File: src/rtl/fwug_pkg.sv
// Shared types, codes and constants for the flash write unit gatherer.
// No dependencies; used by the configuration block and the top level.
`default_nettype none

package fwug_pkg;

  // Largest program unit the gather buffer holds.
  localparam int unsigned MaxUnitBytes = 32;
  // Width of the program size, fill and byte index fields.
  localparam int unsigned UnitW = 6;
  localparam int unsigned AddrW = 32;
  localparam int unsigned EraseW = 25;
  localparam int unsigned ApbAddrW = 5;
  localparam int unsigned ApbDataW = 32;

  // Register reset values.
  localparam logic [AddrW-1:0]  BaseReset    = 32'd0;
  localparam logic [AddrW-1:0]  RegionReset  = 32'd4096;
  localparam logic [EraseW-1:0] EraseReset   = 25'd4096;
  localparam logic [UnitW-1:0]  ProgReset    = 6'd8;
  localparam logic [7:0]        ErasedReset  = 8'hFF;

  typedef enum logic [2:0] {
    RegBase   = 3'd0,
    RegRegion = 3'd1,
    RegErase  = 3'd2,
    RegProg   = 3'd3,
    RegErased = 3'd4
  } reg_idx_e;

  typedef enum logic [1:0] {
    CmdBegin = 2'd0,
    CmdWrite = 2'd1,
    CmdEnd   = 2'd2
  } cmd_e;

  typedef enum logic [1:0] {
    KindErase   = 2'd0,
    KindProgram = 2'd1,
    KindStatus  = 2'd2
  } kind_e;

  typedef enum logic [1:0] {
    StatOk       = 2'd0,
    StatInvalid  = 2'd1,
    StatOverflow = 2'd2
  } stat_e;

  typedef struct packed {
    cmd_e       command;
    logic [7:0] data_byte;
  } in_req_t;

  typedef struct packed {
    kind_e            kind;
    logic [AddrW-1:0] address;
    logic [7:0]       out_byte;
    stat_e            status_code;
    logic             flash_unlocked;
    logic             last_result;
  } out_req_t;

  typedef struct packed {
    logic [AddrW-1:0]  base_address;
    logic [AddrW-1:0]  region_size;
    logic [EraseW-1:0] erase_bytes;
    logic [UnitW-1:0]  prog_bytes;
    logic [7:0]        erased_value;
  } cfg_t;

  // Clamp the programmed unit size into 1 .. max_bytes.
  function automatic logic [UnitW-1:0] unit_size(logic [UnitW-1:0] ps,
                                                 logic [UnitW-1:0] max_bytes);
    logic [UnitW-1:0] r;
    r = ps;
    if (ps == '0) r = UnitW'(1);
    if (ps > max_bytes) r = max_bytes;
    return r;
  endfunction

endpackage

`default_nettype wire

File: src/rtl/fwug_cfg.sv
// APB-style configuration registers of the flash write unit gatherer.
// Depends on fwug_pkg for register indexes, reset values and cfg_t.
`default_nettype none

module fwug_cfg (
  input  wire logic                          clk_i,
  input  wire logic                          rst_ni,
  input  wire logic                          psel,
  input  wire logic                          penable,
  input  wire logic                          pwrite,
  input  wire logic [fwug_pkg::ApbAddrW-1:0] paddr,
  input  wire logic [fwug_pkg::ApbDataW-1:0] pwdata,
  output logic      [fwug_pkg::ApbDataW-1:0] prdata,
  output logic                               pready,
  output fwug_pkg::cfg_t                     cfg_o
);

  fwug_pkg::cfg_t cfg_q, cfg_d;
  logic [2:0]     idx;
  logic           wr_en;

  assign idx    = paddr[fwug_pkg::ApbAddrW-1:2];
  assign wr_en  = psel && penable && pwrite;
  assign pready = 1'b1;
  assign cfg_o  = cfg_q;

  always_comb begin
    cfg_d = cfg_q;
    if (wr_en) begin
      unique case (idx)
        fwug_pkg::RegBase:   cfg_d.base_address = pwdata;
        fwug_pkg::RegRegion: cfg_d.region_size  = pwdata;
        fwug_pkg::RegErase:  cfg_d.erase_bytes  = pwdata[fwug_pkg::EraseW-1:0];
        fwug_pkg::RegProg:   cfg_d.prog_bytes   = pwdata[fwug_pkg::UnitW-1:0];
        fwug_pkg::RegErased: cfg_d.erased_value = pwdata[7:0];
        default: ;
      endcase
    end
  end

  always_comb begin
    unique case (idx)
      fwug_pkg::RegBase:   prdata = cfg_q.base_address;
      fwug_pkg::RegRegion: prdata = cfg_q.region_size;
      fwug_pkg::RegErase:  prdata = {7'd0, cfg_q.erase_bytes};
      fwug_pkg::RegProg:   prdata = {26'd0, cfg_q.prog_bytes};
      fwug_pkg::RegErased: prdata = {24'd0, cfg_q.erased_value};
      default:             prdata = '0;
    endcase
  end

  always_ff @(posedge clk_i or negedge rst_ni) begin
    if (!rst_ni) begin
      cfg_q.base_address <= fwug_pkg::BaseReset;
      cfg_q.region_size  <= fwug_pkg::RegionReset;
      cfg_q.erase_bytes  <= fwug_pkg::EraseReset;
      cfg_q.prog_bytes   <= fwug_pkg::ProgReset;
      cfg_q.erased_value <= fwug_pkg::ErasedReset;
    end else begin
      cfg_q <= cfg_d;
    end
  end

endmodule

`default_nettype wire

File: src/rtl/fwug_unit_buf.sv
// Program-unit gather buffer: one write port, one registered read port.
// Depends on nothing but its parameters.
`default_nettype none

module fwug_unit_buf #(
  parameter int unsigned Depth = 32,
  localparam int unsigned IdxW = (Depth > 1) ? $clog2(Depth) : 1
) (
  input  wire logic            clk_i,
  input  wire logic            wr_en_i,
  input  wire logic [IdxW-1:0] wr_addr_i,
  input  wire logic [7:0]      wr_data_i,
  input  wire logic            rd_en_i,
  input  wire logic [IdxW-1:0] rd_addr_i,
  output logic      [7:0]      rd_data_o
);

  logic [7:0] mem [Depth];
  logic [7:0] rd_data_q;

  assign rd_data_o = rd_data_q;

  always_ff @(posedge clk_i) begin
    if (wr_en_i) mem[wr_addr_i] <= wr_data_i;
  end

  always_ff @(posedge clk_i) begin
    if (rd_en_i) rd_data_q <= mem[rd_addr_i];
  end

endmodule

`default_nettype wire

File: src/rtl/flash_write_unit_gatherer_unit.sv
// Flash write unit gatherer: top level with the command sequencer.
// Depends on fwug_pkg, fwug_cfg and fwug_unit_buf.
// Sequencing: a request that completes no unit goes straight to the status state. A
//   request that programs a unit passes the offset, check, optional erase, program and
//   status states; the program state primes the gather buffer read, then sends one byte
//   per accepted output. An overrunning unit goes from the check to the status state.
// Reset: asynchronous, active low; session closed, flash locked, no request pending.
`default_nettype none

module flash_write_unit_gatherer_unit #(
  parameter int unsigned MaxUnitBytes = fwug_pkg::MaxUnitBytes
) (
  input  wire logic                          clk_i,
  input  wire logic                          rst_ni,
  // input request channel
  input  wire logic                          in_valid_i,
  output logic                               in_ready_o,
  input  wire fwug_pkg::in_req_t             in_data_i,
  // result request channel
  output logic                               out_valid_o,
  input  wire logic                          out_ready_i,
  output fwug_pkg::out_req_t                 out_data_o,
  // configuration port
  input  wire logic                          psel,
  input  wire logic                          penable,
  input  wire logic                          pwrite,
  input  wire logic [fwug_pkg::ApbAddrW-1:0] paddr,
  input  wire logic [fwug_pkg::ApbDataW-1:0] pwdata,
  output logic      [fwug_pkg::ApbDataW-1:0] prdata,
  output logic                               pready
);

  localparam int unsigned IdxW = (MaxUnitBytes > 1) ? $clog2(MaxUnitBytes) : 1;
  localparam int unsigned UW   = fwug_pkg::UnitW;
  localparam int unsigned AW   = fwug_pkg::AddrW;

  // Sequencer states: take a request, form the unit offset, check it
  // against region and erase mark, then emit erase, program bytes, status.
  typedef enum logic [5:0] {
    StIdle   = 6'b000001,
    StOffs   = 6'b000010,
    StCheck  = 6'b000100,
    StErase  = 6'b001000,
    StProg   = 6'b010000,
    StStatus = 6'b100000
  } state_e;

  fwug_pkg::cfg_t cfg;

  fwug_cfg u_cfg (
    .clk_i   (clk_i),
    .rst_ni  (rst_ni),
    .psel    (psel),
    .penable (penable),
    .pwrite  (pwrite),
    .paddr   (paddr),
    .pwdata  (pwdata),
    .prdata  (prdata),
    .pready  (pready),
    .cfg_o   (cfg)
  );

  // Control state.
  state_e          state_q, state_d;
  logic            open_q, open_d;
  logic            unlocked_q, unlocked_d;
  logic [AW-1:0]   pos_q, pos_d;
  logic [UW-1:0]   fill_q, fill_d;
  logic [AW:0]     nexte_q, nexte_d;
  fwug_pkg::stat_e sticky_q, sticky_d;
  logic            end_q, end_d;
  logic            rdv_q, rdv_d;
  logic [UW-1:0]   idx_q, idx_d;
  logic            out_valid_q, out_valid_d;

  // Payload registers.
  fwug_pkg::stat_e    status_q, status_d;
  logic [UW-1:0]      sub_q, sub_d;
  logic [UW-1:0]      pad_q, pad_d;
  logic [AW-1:0]      offset_q, offset_d;
  logic [AW-1:0]      baddr_q, baddr_d;
  fwug_pkg::out_req_t out_data_q, out_data_d;

  // Gather buffer ports.
  logic            wr_en, rd_en;
  logic [IdxW-1:0] rd_addr;
  logic [7:0]      rd_data;

  logic [UW-1:0] ps;
  logic [UW-1:0] fill_inc;
  logic [UW-1:0] idx_inc;
  logic          out_load;
  logic [AW:0]   unit_end;

  assign ps       = fwug_pkg::unit_size(cfg.prog_bytes, UW'(MaxUnitBytes));
  assign fill_inc = fill_q + UW'(1);
  assign idx_inc  = idx_q + UW'(1);
  assign unit_end = {1'b0, offset_q} + {{(AW + 1 - UW){1'b0}}, ps};

  fwug_unit_buf #(
    .Depth (MaxUnitBytes)
  ) u_buf (
    .clk_i     (clk_i),
    .wr_en_i   (wr_en),
    .wr_addr_i (fill_q[IdxW-1:0]),
    .wr_data_i (in_data_i.data_byte),
    .rd_en_i   (rd_en),
    .rd_addr_i (rd_addr),
    .rd_data_o (rd_data)
  );

  // Take a new request only between requests; results leave through the
  // output register, and a waiting result holds the sequencer, blocking the input side.
  assign in_ready_o  = (state_q == StIdle);
  assign out_valid_o = out_valid_q;
  assign out_data_o  = out_data_q;
  // The output register can take a result when empty or being drained.
  assign out_load    = !out_valid_q || out_ready_i;

  always_comb begin
    state_d     = state_q;
    open_d      = open_q;
    unlocked_d  = unlocked_q;
    pos_d       = pos_q;
    fill_d      = fill_q;
    nexte_d     = nexte_q;
    sticky_d    = sticky_q;
    end_d       = end_q;
    rdv_d       = rdv_q;
    idx_d       = idx_q;
    status_d    = status_q;
    sub_d       = sub_q;
    pad_d       = pad_q;
    offset_d    = offset_q;
    baddr_d     = baddr_q;
    out_valid_d = out_valid_q && !out_ready_i;
    out_data_d  = out_data_q;
    wr_en       = 1'b0;
    rd_en       = 1'b0;
    rd_addr     = idx_q[IdxW-1:0];

    unique case (state_q)
      StIdle: begin
        if (in_valid_i) begin
          end_d   = 1'b0;
          state_d = StStatus;
          case (in_data_i.command)
            fwug_pkg::CmdBegin: begin
              if (open_q) begin
                status_d = fwug_pkg::StatInvalid;
              end else begin
                // Open a session: unlock and clear the session state.
                open_d     = 1'b1;
                unlocked_d = 1'b1;
                pos_d      = '0;
                fill_d     = '0;
                nexte_d    = '0;
                sticky_d   = fwug_pkg::StatOk;
                status_d   = fwug_pkg::StatOk;
              end
            end
            fwug_pkg::CmdWrite: begin
              if (!open_q) begin
                status_d = fwug_pkg::StatInvalid;
              end else if (sticky_q != fwug_pkg::StatOk) begin
                // Drop the byte after an error; report the error again.
                status_d = sticky_q;
              end else begin
                // Gather the byte; a full unit goes on to the region check.
                wr_en    = (fill_q < UW'(MaxUnitBytes));
                fill_d   = fill_inc;
                pos_d    = pos_q + AW'(1);
                pad_d    = fill_inc;
                sub_d    = ps;
                status_d = fwug_pkg::StatOk;
                if (fill_inc >= ps) state_d = StOffs;
              end
            end
            fwug_pkg::CmdEnd: begin
              if (!open_q) begin
                status_d = fwug_pkg::StatInvalid;
              end else begin
                // Close after the status; a partial unit is padded and
                // programmed first, bytes at or past the fill read as erased.
                end_d    = 1'b1;
                status_d = sticky_q;
                if (sticky_q == fwug_pkg::StatOk && fill_q != '0) begin
                  sub_d   = fill_q;
                  pad_d   = fill_q;
                  state_d = StOffs;
                end
              end
            end
            default: status_d = fwug_pkg::StatInvalid;
          endcase
        end
      end

      StOffs: begin
        // Unit offset: the current position less the unit's byte count.
        offset_d = pos_q - {{(AW - UW){1'b0}}, sub_q};
        state_d  = StCheck;
      end

      StCheck: begin
        if (unit_end > {1'b0, cfg.region_size}) begin
          // Overrun: leave the unit unprogrammed and keep the fill.
          sticky_d = fwug_pkg::StatOverflow;
          status_d = fwug_pkg::StatOverflow;
          state_d  = StStatus;
        end else begin
          fill_d   = '0;
          status_d = fwug_pkg::StatOk;
          baddr_d  = cfg.base_address + offset_q;
          idx_d    = '0;
          rdv_d    = 1'b0;
          if (cfg.erase_bytes != '0 && {1'b0, offset_q} >= nexte_q) begin
            state_d = StErase;
          end else begin
            state_d = StProg;
          end
        end
      end

      StErase: begin
        if (out_load) begin
          out_valid_d                = 1'b1;
          out_data_d.kind            = fwug_pkg::KindErase;
          out_data_d.address         = cfg.base_address + nexte_q[AW-1:0];
          out_data_d.out_byte        = '0;
          out_data_d.status_code     = fwug_pkg::StatOk;
          out_data_d.flash_unlocked  = unlocked_q;
          out_data_d.last_result     = 1'b0;
          // Advance the erase mark past this erase unit.
          nexte_d = nexte_q + {{(AW + 1 - fwug_pkg::EraseW){1'b0}}, cfg.erase_bytes};
          state_d = StProg;
        end
      end

      StProg: begin
        if (!rdv_q) begin
          // Prime the buffer read for the first byte.
          rd_en = 1'b1;
          rdv_d = 1'b1;
        end else if (out_load) begin
          out_valid_d               = 1'b1;
          out_data_d.kind           = fwug_pkg::KindProgram;
          out_data_d.address        = baddr_q;
          out_data_d.out_byte       = (idx_q < pad_q) ? rd_data : cfg.erased_value;
          out_data_d.status_code    = fwug_pkg::StatOk;
          out_data_d.flash_unlocked = unlocked_q;
          out_data_d.last_result    = 1'b0;
          baddr_d                   = baddr_q + AW'(1);
          if (idx_q == ps - UW'(1)) begin
            rdv_d   = 1'b0;
            state_d = StStatus;
          end else begin
            // Fetch the next byte while this one goes out.
            idx_d   = idx_inc;
            rd_en   = 1'b1;
            rd_addr = idx_inc[IdxW-1:0];
          end
        end
      end

      StStatus: begin
        if (out_load) begin
          out_valid_d               = 1'b1;
          out_data_d.kind           = fwug_pkg::KindStatus;
          out_data_d.address        = '0;
          out_data_d.out_byte       = '0;
          out_data_d.status_code    = status_q;
          out_data_d.flash_unlocked = end_q ? 1'b0 : unlocked_q;
          out_data_d.last_result    = 1'b1;
          if (end_q) begin
            // Lock the flash as the closing status goes out.
            open_d     = 1'b0;
            unlocked_d = 1'b0;
          end
          end_d   = 1'b0;
          state_d = StIdle;
        end
      end

      default: state_d = StIdle;
    endcase
  end

  always_ff @(posedge clk_i or negedge rst_ni) begin
    if (!rst_ni) begin
      state_q     <= StIdle;
      open_q      <= 1'b0;
      unlocked_q  <= 1'b0;
      pos_q       <= '0;
      fill_q      <= '0;
      nexte_q     <= '0;
      sticky_q    <= fwug_pkg::StatOk;
      end_q       <= 1'b0;
      rdv_q       <= 1'b0;
      idx_q       <= '0;
      out_valid_q <= 1'b0;
    end else begin
      state_q     <= state_d;
      open_q      <= open_d;
      unlocked_q  <= unlocked_d;
      pos_q       <= pos_d;
      fill_q      <= fill_d;
      nexte_q     <= nexte_d;
      sticky_q    <= sticky_d;
      end_q       <= end_d;
      rdv_q       <= rdv_d;
      idx_q       <= idx_d;
      out_valid_q <= out_valid_d;
    end
  end

  always_ff @(posedge clk_i) begin
    status_q   <= status_d;
    sub_q      <= sub_d;
    pad_q      <= pad_d;
    offset_q   <= offset_d;
    baddr_q    <= baddr_d;
    out_data_q <= out_data_d;
  end

endmodule

`default_nettype wire
File: config.mk
export PLATFORM = sky130hd
export DESIGN_NAME = flash_write_unit_gatherer_unit
export DESIGN_NICKNAME = d
export VERILOG_FILES = /design/src/rtl/fwug_pkg.sv /design/src/rtl/fwug_cfg.sv /design/src/rtl/fwug_unit_buf.sv /design/src/rtl/flash_write_unit_gatherer_unit.sv
export SDC_FILE = /design/constraint.sdc
export NUM_CORES = 1
export LEC_CHECK = 0
export BUFFER_PORTS_ARGS = -buffer_cell sky130_fd_sc_hd__buf_2
export CAP_MARGIN = 20
export CORE_MARGIN = 1.5
export CORE_UTILIZATION = 70
export CTS_BUF_LIST = sky130_fd_sc_hd__clkbuf_4
export CTS_CLUSTER_DIAMETER = 100
export DETAILED_ROUTE_END_ITERATION = 6
export PLACE_DENSITY = 0.95
export SLEW_MARGIN = 15
export SYNTH_ARGS = -nofsm -noshare
export SYNTH_HDL_FRONTEND = slang
export SYNTH_SLANG_ARGS = --single-unit
File: constraint.sdc
create_clock -name clk_i -period 13.1 [get_ports clk_i]
set_input_delay 0.655 -clock clk_i [delete_from_list [all_inputs] [get_ports clk_i]]
set_output_delay 0.655 -clock clk_i [all_outputs]
set_load 0.02 [all_outputs]
==> results_dict.tcl <==
set metrics [dict create \
    synthCells 2999 \
    synth_nets 3244 \
    area_delta_synth_final_pct 10.5 \
    cts_setup_buffers 0 \
    synth.distinct_cells 90 \
    drtIter0Drc 3930 \
    grt_pass1_wl_microns 151000 \
    finalNetCount 3441 \
    end_kind "flop" \
    postSynthAreaPerCell_sq_um 10.9 \
    skew_ns 0.0805 \
    ir_worst_vdd_v 0.000107 \
    min_path_type "input port to flop" \
    crit_type "flop to flop" \
    synth_top_cells_by_count "387 x edfxtp_1, 228 x nor2_1, 190 x nand2_1, 186 x ha_1, 180 x dfrtp_1" \
    clockBufferDepth 3 \
    slew_viol_final 0 \
    clk_latency_ns 1.05 \
    power_density_nw_per_um2 140 \
    drive_gt1_share_pct 16.5 \
    wl_microns 99800 \
    antenna_found_initial 5 \
    worstPathRequired_ns 13.71 \
    vias_per_cell 6.98 \
    finalHoldViolations 0 \
    grt_max_degree 115 \
    ys_seq_elements 579 \
    worst_pin_slew_ns 1.26 \
    cts_sinks 579 \
    vias 27405 \
    yosysTopAreaCellShare_pct 35.5 \
    ys_warn_count 0 \
    io_pins 135 \
    cp-endpoint "baddr_q[2]$_DFFE_PP_" \
    htree_levels 4 \
    synth-seq-area-share_pct 50.2 \
    dieArea_sq_um 48100 \
    synth_top_cell_by_area "edfxtp_1" \
    ys.flop_type "edfxtp_1" \
    clk_pin_slew_ns 0.08 \
    die_w_microns 219 \
    core_sq_um 46400 \
    p_leak_nw 15.4 \
    r2r_slack_ns 6.81 \
    dieHeight_microns 219 \
    startpoint "u_cfg.cfg_o[12]$_DFFE_PN0P_" \
    dr.pass1.iters 7 \
    rsz0062_at_grt "false" \
    drv_cap 0 \
    fp-row-count 79 \
    gp_congestion 0.982 \
    netlist_area_sq_um 32800 \
    total_power_mw 5.05 \
    cts_buffers 148 \
    start_util_pct 70.7 \
    tns_ns 0 \
    synth_area_leaders "edfxtp_1 35%, dfrtp_1 14%, ha_1 7.1%, a211oi_1 3.3%, xnor2_1 3.1%" \
    r2r_start "u_cfg.cfg_o[12]$_DFFE_PN0P_" \
    cp_max_fo 32 \
    violations "design-rule violations" \
    status "finished, violations left" \
    reg2reg_to "baddr_q[2]$_DFFE_PP_" \
    grt_overflow 0 \
    postRouteAntennaNets 0 \
    fin_crit_sh_pct 48.0 \
    cts_tree "built" \
    place_hpwl_microns 65500 \
    synth_edf_count 387 \
    port_buffers 131 \
    fmax_mhz 159 \
    cts_resized 0 \
    ys_async_sr_fraction_pct 33.2 \
    drc 1 \
    slew_headroom_pct 16.3 \
    r2r_cells 24 \
    grt_usage_pct 41.6 \
    setup_viol 0 \
    cts_root_buffer "clkbuf_4" \
    start_kind "flop" \
    synth_most_common_cell "edfxtp_1" \
    routedWlPerCell_microns 25.4 \
    cp.arrival_ns 6.91 \
    fin_crit_ns 6.29 \
    grt_pass1_vias 27292 \
]
layout make-up:
cell class / count / area [sq um]
fillers: 2658 / 10200
multi-input cells: 2145 / 15200
clock inverters: 43 / 273
inverters: 131 / 492
diodes: 3 / 7.51
flip-flops and latches: 579 / 16400
well taps: 607 / 759
clock buffers: 230 / 1730
repair buffers: 191 / 1240
placed cells by master (no fill, tap or decap), types with 10 or more instances in the layout:
cell type      count
mux2_2            73
o31ai_1           17
nor4_1            28
clkbuf_4         230
o21ai_0          138
xor2_1            81
inv_1            127
ha_1             186
o41ai_1           26
or3_1             23
nor3_1            35
a21oi_1          137
a22o_1            40
and2_1            10
dlygate4sd3_1     33
clkinv_1          25
a31oi_1           13
dfrtp_1          180
edfxtp_1         387
nand2_1          189
or4_1             10
nand2b_1          18
a21o_1            81
nand3_1           70
o21a_1            23
buf_4             25
nand4_1           45
nor2_1           224
nor2b_1           23
nor3b_1           10
o21bai_1          17
xnor2_1          117
mux2i_1           52
buf_2            130
and3_1           159
a211oi_1         142
dfstp_2           12
and4_1            13
cells by family (layout without fill, tap and decap cells):
| logic type | after synthesis | count (layout) | synth area share, % |
|---|---|---|---|
| fa+ha+maj | 191 | 191 | 7.41 |
| other cells | 1 | 4 | 0.0114 |
| buf+inv | 275 | 595 | 3.42 |
| simple gates | 905 | 905 | 14.2 |
| xor+xnor | 200 | 200 | 5.39 |
| mux | 126 | 126 | 4.13 |
| flops | 579 | 579 | 50.2 |
| compound gates | 722 | 722 | 15.2 |
worst min-delay path by stage:
stage	cells past startpoint	end	start	slack (ns)
floorplan	0	end_q$_DFFE_PN0P_	rst_ni	0.36
global placement	2	unlocked_q$_DFFE_PN0P_	unlocked_q$_DFFE_PN0P_	0.48
detailed placement	2	unlocked_q$_DFFE_PN0P_	unlocked_q$_DFFE_PN0P_	0.52
CTS	3	state_q[3]$_DFFE_PN0P_	out_ready_i	0.08
global route	1	u_buf.mem[0][1]$_DFFE_PP_	in_data_i[1]	0.09
finish	1	u_buf.mem[22][1]$_DFFE_PP_	in_data_i[1]	0.14
worst max-delay path, stage by stage, from the launching register on:
cell and delay, ns:
dfrtp_1 0.49, nor4_2 0.35, o21ai_2 0.16, inv_1 0.15, ha_1 0.21, fa_1 0.22, a21o_1 0.14, a21oi_1 0.09
o21bai_1 0.14, a21oi_1 0.16, nor4_1 0.77, nand4_1 0.26, xnor2_1 0.19, ha_1 0.32, a21o_1 0.18, a21o_1 0.17
a21oi_1 0.20, a21boi_0 0.12, o21a_1 0.18, o31ai_1 0.19, o21ai_0 0.12, buf_4 0.19, or2_2 0.30, nand2_1 0.08
buf_4 0.45
where the power goes:
part           total, mW  internal, mW  switching, mW  leakage, nW
registers           2.24          2.11          0.132         5.93
clock network       1.66         0.850          0.813         1.19
logic               1.15         0.445          0.706         8.28
routing by layer:
layer / vias to the layer above / wire length, microns / share of wire, % / track usage (%)
met2: 2188 / 45500 / 46 / 64.5
li1: 11738 / - / - / -
met1: 12903 / 34400 / 34 / 50.0
met5: - / 28 / 0.028 / 0
met4: 6 / 6730 / 6.7 / 26.6
met3: 570 / 13200 / 13 / 13.8
timing repair:
item / in CTS / in global routing
setup endpoints to repair: 0 / 0
hold buffers: 33 / 0
endpoints found under the hold margin: 202 / 0
through the flow:
stage               cell area (sq um)  instances  util, %  hold WS, ns  setup slack [ns]
detailed placement              33800       3618     72.9        0.517              7.01
finish                          36200       3929     78.1        0.138              6.81
floorplan                       32800       2999        -        0.359              7.54
global placement                33800       3618     72.9        0.484              7.10
CTS                             36100       3924     77.9       0.0787              6.80
global route                    36200       3929     78.1       0.0931              6.50
registers in the layout, summed over array words and instances (netlist names), 2 cells and up:
| register | flops |
|---|---|
| u_buf.mem | 256 |
| u_cfg.cfg_o | 103 |
| out_data_o | 45 |
| nexte_q | 33 |
| baddr_q | 32 |
| offset_q | 32 |
| pos_q | 32 |
| u_buf.rd_data_o | 8 |
| fill_q | 6 |
| idx_q | 6 |
| pad_q | 6 |
| state_q | 6 |
| sub_q | 6 |
| status_q | 2 |
No activity file was read; power rests on OpenSTA's default activity.
